===== src/design/smde_pkg.sv =====
package smde_pkg;

  // Defaults for the top-level parameters
  localparam int NUM_MODULES_DEF      = 16;
  localparam int SWITCHES_PER_ROW_DEF = 8;

  // Fixed geometry of the scanned matrix
  localparam int MAX_LANES       = 8;
  localparam int ROWS_PER_MODULE = 8;
  localparam int COUNTER_W       = 8;
  localparam int ATTACK_W        = 7;
  localparam int EVENT_W         = 9;

  localparam logic [ATTACK_W-1:0]  ATTACK_RESET  = 7'd16;
  localparam logic [COUNTER_W-1:0] COUNTER_RESET = 8'd16;

  // Item slots between the front and back ends
  localparam int QUEUE_DEPTH = 4;
  localparam int QCOUNT_W    = $clog2(QUEUE_DEPTH + 1);

  // Row kind codes
  localparam logic KIND_MASTER = 1'b0;
  localparam logic KIND_MODULE = 1'b1;

  // Events raised by one scanned row, one bit per lane
  typedef struct packed {
    logic [MAX_LANES-1:0] fired;
    logic [MAX_LANES-1:0] release_m;
    logic                 kind;
    logic                 bank;
    logic [2:0]           row;
  } event_set_t;

  // Index of the lowest set bit; zero for an empty mask
  function automatic logic [2:0] lowest_set(input logic [MAX_LANES-1:0] m);
    logic [2:0] idx;
    idx = '0;
    for (int i = MAX_LANES - 1; i >= 0; i--) begin
      if (m[i]) idx = 3'(i);
    end
    return idx;
  endfunction

endpackage


===== src/design/switch_matrix_debounce_events.sv =====
// Switch matrix debounce with press and release events.
// Input channel (in_*): one scanned row of eight active-low switch levels per
// transaction, master row or one switch row of a module bank. Output channel
// (out_*): one event code per transaction, out_last marking the final event
// of its row. Rows that cause no event produce no output transaction.
// cfg_we writes the attack count; write it only while the block is idle.
// Flow: an accepted row reads its counter word into a registered read, is
// debounced in stage 1 and queued, and its first event is loaded into the
// single output event register when the output side is free. Events then
// leave one per cycle while out_ready is high, up to eight per row. Rows
// are accepted one per cycle while the four-entry row queue has room, back
// to back rows on the same counter word being handled by forwarding the
// write-back into the read.
// Reset: all counters read as released with count 16 through per-row valid
// bits, so no clearing pass is needed; attack count returns to 16.
// A stalled receiver holds the current event steady; the queue fills and
// then in_ready drops until events drain.
module switch_matrix_debounce_events import smde_pkg::*; #(
  parameter int NUM_MODULES      = NUM_MODULES_DEF,
  parameter int SWITCHES_PER_ROW = SWITCHES_PER_ROW_DEF
) (
  input  logic                clk,
  input  logic                rst_n,
  input  logic                cfg_we,
  input  logic [ATTACK_W-1:0] cfg_attack_count,
  input  logic                in_valid,
  output logic                in_ready,
  input  logic                in_kind,
  input  logic                in_bank,
  input  logic [2:0]          in_row,
  input  logic [7:0]          in_sample_bits,
  output logic                out_valid,
  input  logic                out_ready,
  output logic [EVENT_W-1:0]  out_event_code,
  output logic                out_last
);

  logic                push_valid;
  event_set_t          push_data;
  logic                pop;
  logic                head_valid;
  event_set_t          head_data;
  logic [QCOUNT_W-1:0] q_count;

  // Accept, counter update and event classification
  smde_front #(
    .NUM_MODULES      (NUM_MODULES),
    .SWITCHES_PER_ROW (SWITCHES_PER_ROW)
  ) u_front (
    .clk              (clk),
    .rst_n            (rst_n),
    .cfg_we           (cfg_we),
    .cfg_attack_count (cfg_attack_count),
    .in_valid         (in_valid),
    .in_ready         (in_ready),
    .in_kind          (in_kind),
    .in_bank          (in_bank),
    .in_row           (in_row),
    .in_sample_bits   (in_sample_bits),
    .q_count          (q_count),
    .push_valid       (push_valid),
    .push_data        (push_data)
  );

  // Rows with pending events
  smde_queue u_queue (
    .clk        (clk),
    .rst_n      (rst_n),
    .push_valid (push_valid),
    .push_data  (push_data),
    .pop        (pop),
    .head_valid (head_valid),
    .head_data  (head_data),
    .q_count    (q_count)
  );

  // Serial event output
  smde_back u_back (
    .clk            (clk),
    .rst_n          (rst_n),
    .head_valid     (head_valid),
    .head_data      (head_data),
    .pop            (pop),
    .out_valid      (out_valid),
    .out_ready      (out_ready),
    .out_event_code (out_event_code),
    .out_last       (out_last)
  );

endmodule


===== src/design/smde_front.sv =====
module smde_front import smde_pkg::*; #(
  parameter int NUM_MODULES      = NUM_MODULES_DEF,
  parameter int SWITCHES_PER_ROW = SWITCHES_PER_ROW_DEF
) (
  input  logic                clk,
  input  logic                rst_n,
  input  logic                cfg_we,
  input  logic [ATTACK_W-1:0] cfg_attack_count,
  input  logic                in_valid,
  output logic                in_ready,
  input  logic                in_kind,
  input  logic                in_bank,
  input  logic [2:0]          in_row,
  input  logic [7:0]          in_sample_bits,
  input  logic [QCOUNT_W-1:0] q_count,
  output logic                push_valid,
  output event_set_t          push_data
);

  localparam int NUM_BANKS = (NUM_MODULES + 7) / 8;
  localparam int DEPTH     = 1 + NUM_BANKS * ROWS_PER_MODULE;
  localparam int AW        = $clog2(DEPTH);
  localparam int LANES     = SWITCHES_PER_ROW;
  localparam int WORD_W    = LANES * COUNTER_W;
  localparam logic [WORD_W-1:0] RESET_WORD = {LANES{COUNTER_RESET}};

  logic [ATTACK_W-1:0] attack_r;

  logic [WORD_W-1:0]   mem [DEPTH];
  logic [DEPTH-1:0]    row_valid_r;
  logic [WORD_W-1:0]   rd_word_r;

  logic                s1_valid_r;
  logic [AW-1:0]       s1_addr_r;
  logic                s1_kind_r;
  logic                s1_bank_r;
  logic [2:0]          s1_row_r;
  logic [LANES-1:0]    s1_bits_r;
  logic [LANES-1:0]    s1_en_r;

  logic                in_acc;
  logic [4:0]          addr_full;
  logic                row_ok;
  logic [AW-1:0]       rd_addr;
  logic [LANES-1:0]    lane_en;
  logic                wr_en;
  logic [WORD_W-1:0]   wr_word;
  logic [MAX_LANES-1:0] fired;
  logic [MAX_LANES-1:0] rel;
  logic [QCOUNT_W:0]   occupancy;

  // Accept while the queue can take this item and the one in flight
  assign occupancy = {1'b0, q_count} + {{QCOUNT_W{1'b0}}, s1_valid_r};
  assign in_ready  = occupancy < (QCOUNT_W + 1)'(QUEUE_DEPTH);
  assign in_acc    = in_valid && in_ready;

  // Counter row: master row at 0, then one row per bank and switch row
  always_comb begin
    if (in_kind == KIND_MASTER) begin
      addr_full = 5'd0;
    end else begin
      addr_full = 5'd1 + {1'b0, in_bank, in_row};
    end
    row_ok  = addr_full < 5'(DEPTH);
    rd_addr = row_ok ? addr_full[AW-1:0] : '0;
  end

  // Lanes that map onto a fitted switch
  always_comb begin
    lane_en = '0;
    for (int i = 0; i < LANES; i++) begin
      if (in_kind == KIND_MASTER) begin
        lane_en[i] = 1'b1;
      end else begin
        lane_en[i] = row_ok && ((int'(in_bank) * 8 + i) < NUM_MODULES);
      end
    end
  end

  // Attack register
  always_ff @(posedge clk) begin
    if (!rst_n) begin
      attack_r <= ATTACK_RESET;
    end else if (cfg_we) begin
      attack_r <= cfg_attack_count;
    end
  end

  // Counter store, written back from stage 1
  always_ff @(posedge clk) begin
    if (wr_en) begin
      mem[s1_addr_r] <= wr_word;
    end
  end

  // Rows never written read as released with the reset count
  always_ff @(posedge clk) begin
    if (!rst_n) begin
      row_valid_r <= '0;
    end else if (wr_en) begin
      row_valid_r[s1_addr_r] <= 1'b1;
    end
  end

  // Registered read, with the stage 1 write forwarded on a row match
  always_ff @(posedge clk) begin
    if (in_acc) begin
      if (wr_en && (s1_addr_r == rd_addr)) begin
        rd_word_r <= wr_word;
      end else if (row_valid_r[rd_addr]) begin
        rd_word_r <= mem[rd_addr];
      end else begin
        rd_word_r <= RESET_WORD;
      end
    end
  end

  // Stage 1 control
  always_ff @(posedge clk) begin
    if (!rst_n) begin
      s1_valid_r <= 1'b0;
    end else begin
      s1_valid_r <= in_acc;
    end
  end

  // Stage 1 payload
  always_ff @(posedge clk) begin
    if (in_acc) begin
      s1_addr_r <= rd_addr;
      s1_kind_r <= in_kind;
      s1_bank_r <= in_bank;
      s1_row_r  <= in_row;
      s1_bits_r <= in_sample_bits[LANES-1:0];
      s1_en_r   <= lane_en;
    end
  end

  // Debounce each lane: count down while low and off, reload on release
  always_comb begin
    logic [COUNTER_W-1:0] c;
    logic [COUNTER_W-1:0] dec;
    logic                 hi;
    wr_word = rd_word_r;
    fired   = '0;
    rel     = '0;
    for (int i = 0; i < LANES; i++) begin
      c   = rd_word_r[i*COUNTER_W +: COUNTER_W];
      hi  = s1_bits_r[i];
      dec = c - 8'd1;
      if (s1_en_r[i]) begin
        if (!hi && !c[COUNTER_W-1]) begin
          wr_word[i*COUNTER_W +: COUNTER_W] = dec;
          fired[i] = dec[COUNTER_W-1];
        end else if (hi && c[COUNTER_W-1]) begin
          wr_word[i*COUNTER_W +: COUNTER_W] = {1'b0, attack_r};
          fired[i] = 1'b1;
          rel[i]   = 1'b1;
        end
      end
    end
  end

  assign wr_en = s1_valid_r && (|s1_en_r);

  // Hand rows with at least one event to the queue
  assign push_valid          = s1_valid_r && (|fired);
  assign push_data.fired     = fired;
  assign push_data.release_m = rel;
  assign push_data.kind      = s1_kind_r;
  assign push_data.bank      = s1_bank_r;
  assign push_data.row       = s1_row_r;

endmodule


===== src/design/smde_queue.sv =====
module smde_queue import smde_pkg::*; (
  input  logic                clk,
  input  logic                rst_n,
  input  logic                push_valid,
  input  event_set_t          push_data,
  input  logic                pop,
  output logic                head_valid,
  output event_set_t          head_data,
  output logic [QCOUNT_W-1:0] q_count
);

  localparam int QAW = $clog2(QUEUE_DEPTH);

  event_set_t          slot_r [QUEUE_DEPTH];
  logic [QAW-1:0]      wr_ptr_r;
  logic [QAW-1:0]      rd_ptr_r;
  logic [QCOUNT_W-1:0] count_r;
  logic [QCOUNT_W-1:0] count_nxt;
  logic                do_pop;

  assign head_valid = count_r != '0;
  assign head_data  = slot_r[rd_ptr_r];
  assign q_count    = count_r;
  assign do_pop     = pop && head_valid;

  always_comb begin
    count_nxt = count_r;
    if (push_valid && !do_pop) begin
      count_nxt = count_r + 1'b1;
    end else if (!push_valid && do_pop) begin
      count_nxt = count_r - 1'b1;
    end
  end

  // Pointers and fill level
  always_ff @(posedge clk) begin
    if (!rst_n) begin
      wr_ptr_r <= '0;
      rd_ptr_r <= '0;
      count_r  <= '0;
    end else begin
      if (push_valid) wr_ptr_r <= wr_ptr_r + 1'b1;
      if (do_pop)     rd_ptr_r <= rd_ptr_r + 1'b1;
      count_r <= count_nxt;
    end
  end

  // Entry storage
  always_ff @(posedge clk) begin
    if (push_valid) begin
      slot_r[wr_ptr_r] <= push_data;
    end
  end

endmodule


===== src/design/smde_back.sv =====
module smde_back import smde_pkg::*; (
  input  logic               clk,
  input  logic               rst_n,
  input  logic               head_valid,
  input  event_set_t         head_data,
  output logic               pop,
  output logic               out_valid,
  input  logic               out_ready,
  output logic [EVENT_W-1:0] out_event_code,
  output logic               out_last
);

  event_set_t           cur_r;
  logic [MAX_LANES-1:0] mask_r;
  logic                 cur_valid_r;
  logic [2:0]           idx;
  logic                 rel;
  logic                 out_acc;

  // Lowest pending lane goes out first
  assign idx       = lowest_set(mask_r);
  assign rel       = cur_r.release_m[idx];
  assign out_valid = cur_valid_r;
  assign out_last  = (mask_r & (mask_r - 1'b1)) == '0;
  assign out_acc   = out_valid && out_ready;

  // Master: flag bit 7 plus switch index; module: module number then row
  always_comb begin
    if (cur_r.kind == KIND_MASTER) begin
      out_event_code = {rel, 1'b1, 4'b0000, idx};
    end else begin
      out_event_code = {rel, 1'b0, cur_r.bank, idx, cur_r.row};
    end
  end

  // Take the next row when idle or as the final event leaves
  assign pop = head_valid && (!cur_valid_r || (out_acc && out_last));

  always_ff @(posedge clk) begin
    if (!rst_n) begin
      cur_valid_r <= 1'b0;
    end else if (pop) begin
      cur_valid_r <= 1'b1;
    end else if (out_acc && out_last) begin
      cur_valid_r <= 1'b0;
    end
  end

  always_ff @(posedge clk) begin
    if (pop) begin
      cur_r  <= head_data;
      mask_r <= head_data.fired;
    end else if (out_acc) begin
      mask_r <= mask_r & (mask_r - 1'b1);
    end
  end

endmodule

===== config.mk =====
export PLATFORM = sky130hd
export DESIGN_NAME = switch_matrix_debounce_events
export DESIGN_NICKNAME = d
export VERILOG_FILES = /design/src/design/smde_pkg.sv /design/src/design/switch_matrix_debounce_events.sv /design/src/design/smde_front.sv /design/src/design/smde_queue.sv /design/src/design/smde_back.sv
export SDC_FILE = /design/constraint.sdc
export NUM_CORES = 2
export LEC_CHECK = 0
export BUFFER_PORTS_ARGS = -buffer_cell sky130_fd_sc_hd__buf_4
export CAP_MARGIN = 40
export CORE_UTILIZATION = 33
export CTS_CLUSTER_DIAMETER = 30
export DETAILED_ROUTE_END_ITERATION = 8
export REMOVE_ABC_BUFFERS = 1
export SYNTH_ARGS = -nofsm -noshare
export SYNTH_HDL_FRONTEND = slang
export SYNTH_HIERARCHICAL = 1
export SYNTH_SLANG_ARGS = --single-unit

===== constraint.sdc =====
create_clock -name clk -period 8.1 [get_ports clk]
set_input_delay 1.62 -clock clk [delete_from_list [all_inputs] [get_ports clk]]
set_output_delay 1.62 -clock clk [all_outputs]
set_load 0.01 [all_outputs]

==> impl_results.md <==
- Crit-path cells: buf_4 > ha_4 > buf_4 > or3_2 > clkinv_2 > xnor2_1 > and4_4 > buf_4 > a21oi_1 > a32o_1
- Least-Margin Pin Slew: 0.935 ns
- Final Hold Fails: 0
- Synth Warn #: 6
- XOR/XNOR Fraction of Synth Area: 0.129%
- Most used cell, CP: buf_4
- CTS buffer count: 228
- Comb pwr share: 12.0%
- Psw: between 5000 and 6000 uW
- Sw Ratio: a little over a quarter
- Max-slew violations: 0
- I/O pin count: 37
- Crit start category: primary input
- Commonest non-fill, non-tap cells in the layout: edfxtp_1, nand2_1, clkbuf_16
- Flop pwr share: 40.8%
- Pre-Repair DR Iteration Count: 6
- Worst-path fanout max: 39
- Post-synth ARST share: 0%
- Root Buffer: clkbuf_16
- Synth Area in Compound Gates: 12.0%
- Initial antenna violation count: 8
- Max_cap viols: 0
- Vias: 34.5k
- Clk_lat worst skew: between 0.8 and 0.9 ns
- Maximum clock frequency: between 0.15 and 0.2 GHz
- Commonest non-fill, non-tap cell in the layout: edfxtp_1
- Fin util: 40.6%
- Layout net count: about 3.8k
- ANT cells: 0
- Gr ovfl total: 0
- Worst Path Required: 8.70 ns
- Initial Util: 33.4%
- Post-synthesis register bit count: 1,311
- Tmin final: approximately 5.3 ns
- Int Pwr: 15,400 uW
- Drt initial violations: roughly 4.1k
- Hold slack final: 0.461 ns
- Port buffer count: 36
- Site Rows: 148
- P&R area growth vs syn: 21.6%
- Die Area: 0.167 mm2
- Power per standard cell area: 316 mW/mm2
- Post-CTS Resized: 0
- Multiplexer area fraction after synthesis: 7.03%
- First-pass GRT wire length: between 200,000 and 250,000 um
- Mapped Area: 0.0544 mm2
- Maximum buffer depth of the clock tree: 3
- Crit end category: flip-flop
- Synth unique cells: 101
- CTS tree: yes
- DP Wirelength: 89,600 um
- RSZ-0062 raised after global routing: false
- Clock network power share: 47.2%
- Reg clk slew, reported paths: 0.05 ns
- # Post-CTS Setup Buffers: 0
- Die X: 408 um
- CTS Sinks: roughly 1.3k
- Post-synthesis cell count: 3,578
- Min-delay worst type: flip-flop to flip-flop
- Final period util: 65.0%
- Detailed Route WL: 160,000 um
- Top FF cell, synth: edfxtp_1
- Post-route ant nets: 0
- Wirelength per Cell: 26.1 um
- Peak supply drop: approximately 270 uV
- Leakage: between 0.02 and 0.025 uW
- Largest net degree at the start of global routing: 91
- RePlAce Congestion: 0.855
- Core box area: 0.163 mm2
- CTS H-tree lvls: 4
- Slowest cell on the critical path: and4_4
- Main combinational cell family by area after synthesis: compound AO/OA/AOI/OAI gates
- GRT Total Usage: 18.8%
- Slew HR: around 37%
- Drc violations: 0
- Cts hold-fix bufs: 0
- Critical path's largest stage delay: 0.78 ns
- Synth Area in Adders: less than 1%
- Sum Neg Setup Slack: 0 ns
- Sequential fraction of the synthesis area: 71.7%
- Share of post-route cells with drive strength above 1: roughly a fifth
- Avg Inst Size Synth: approximately 15 um2
- Crit path arrival time: roughly 6 ns
- Status: finished clean
- Simple-Gate Fraction of Synth Area: 6.24%
- Drt via density: 5.61
- Setup CP Type: primary input to flip-flop
- Number of global-route vias before repair: 33.6k
- Die height: 408 um
- Final Skew: roughly 0.093 ns
- Final setup fails: 0
- Post-synth EDFFs: 1,276
-- critical path: cells and delay by family --
family,cells,cell delay [ns]
and+or+nand+nor,2,1.05
adders and majority gates,1,0.35
buffers and inverters,4,1.93
AOI/OAI and AO/OA,2,0.35
xor gates and xnor gates,1,0.46
-- final timing paths --
kind,slack (ns),endpoint,cells past startpoint,startpoint
setup / recovery,2.83,u_front/rd_word_r[14],10,in_row[0]
hold / removal,0.46,u_front/row_valid_r[16],1,u_front/row_valid_r[16]
setup reg to reg,4.18,u_queue/q_count[2],13,u_front/s1_bits_r[5]
hold reg to reg,0.46,u_front/row_valid_r[16],1,u_front/row_valid_r[16]
-- synthesized netlist by cell type, types with 28 or more instances --
library cell  number  share of area [%]
buf_2             92               0.85
and3_1           107                1.2
nand3_1           36               0.33
o22ai_1           52               0.60
nor3_1            38               0.35
mux2_2            72                1.5
a211oi_1         102                1.4
nor2_1           144               0.99
a22oi_1           59               0.81
edfxtp_1        1276                 70
a21oi_1          195                1.8
inv_1             47               0.32
mux4_2            32                1.3
o41ai_2           28               0.84
clkbuf_1         120               0.83
dfxtp_1           35                1.3
a2111oi_0         37               0.60
o21ai_0          148                1.4
nand2_1          245                1.7
a31oi_1           41               0.47
mux2i_1          225                4.1
-- power groups by stage --
stage | clock (uW) | sequential, uW | combinational, uW
3_3_place_gp | 0 | 8660 | 2350
3_5_place_dp | 0 | 8650 | 2480
2_1_floorplan | 0 | 8590 | 1430
4_1_cts | 9980 | 8520 | 2490
6_report | 9860 | 8530 | 2510
5_1_grt | 10300 | 8550 | 2690
-- flip-flops by register name, indices dropped and copies added (netlist names), named ones only --
| signal | count |
|---|---|
| u_queue/wr_ptr_r | 2 |
| u_front/s1_bits_r | 8 |
| u_queue/rd_ptr_r | 2 |
| u_back/mask_r | 8 |
| u_front/s1_kind_r | 1 |
| u_front/s1_row_r | 3 |
| u_back/out_valid | 1 |
| u_queue/slot_r | 84 |
| u_front/s1_bank_r | 1 |
| u_front/s1_addr_r | 5 |
| u_front/s1_en_r | 1 |
| u_front/mem | 1088 |
| u_front/s1_valid_r | 1 |
| u_front/row_valid_r | 17 |
| u_queue/q_count | 3 |
| u_front/rd_word_r | 64 |
| u_back/cur_r | 13 |
| u_front/attack_r | 7 |
-- layout make-up --
class,count,area [um2]
clock inverters,191,2310
well taps,2175,2720
repair buffers,197,1880
inverters,52,214
multi-input cells,1970,14200
clock buffers,242,5780
flip-flops and latches,1311,39000
fillers,14600,97000
-- cell families after synthesis --
| logic type | Yosys count |
|---|---|
| buffers and inverters | 297 |
| adders and majority gates | 16 |
| and+or+nand+nor | 701 |
| DFF | 1311 |
| muxes | 331 |
| AOI/OAI and AO/OA | 914 |
| xor gates and xnor gates | 8 |
-- through the flow --
| stage | instances | power (uW) | worst slack (ns) | instance area (um2) |
|---|---|---|---|---|
| 6_report | 6138 | 20900 | 2.83 | 66200 |
| 5_1_grt | 6138 | 21500 | 2.77 | 66200 |
| 4_1_cts | 6137 | 21000 | 2.98 | 66200 |
| 3_5_place_dp | 5704 | 11100 | 2.07 | 58100 |
| 3_3_place_gp | 5656 | 11000 | 1.98 | 57300 |
| 2_1_floorplan | 3333 | 10000 | -2.53 | 53200 |
-- routing by layer --
layer	track usage, %	wire length [um]
met2	29.2	73500
met1	25.7	66500
met5	0	65
met4	7.16	5240
met3	4.25	15000
Power figures use the tool's default switching activity.
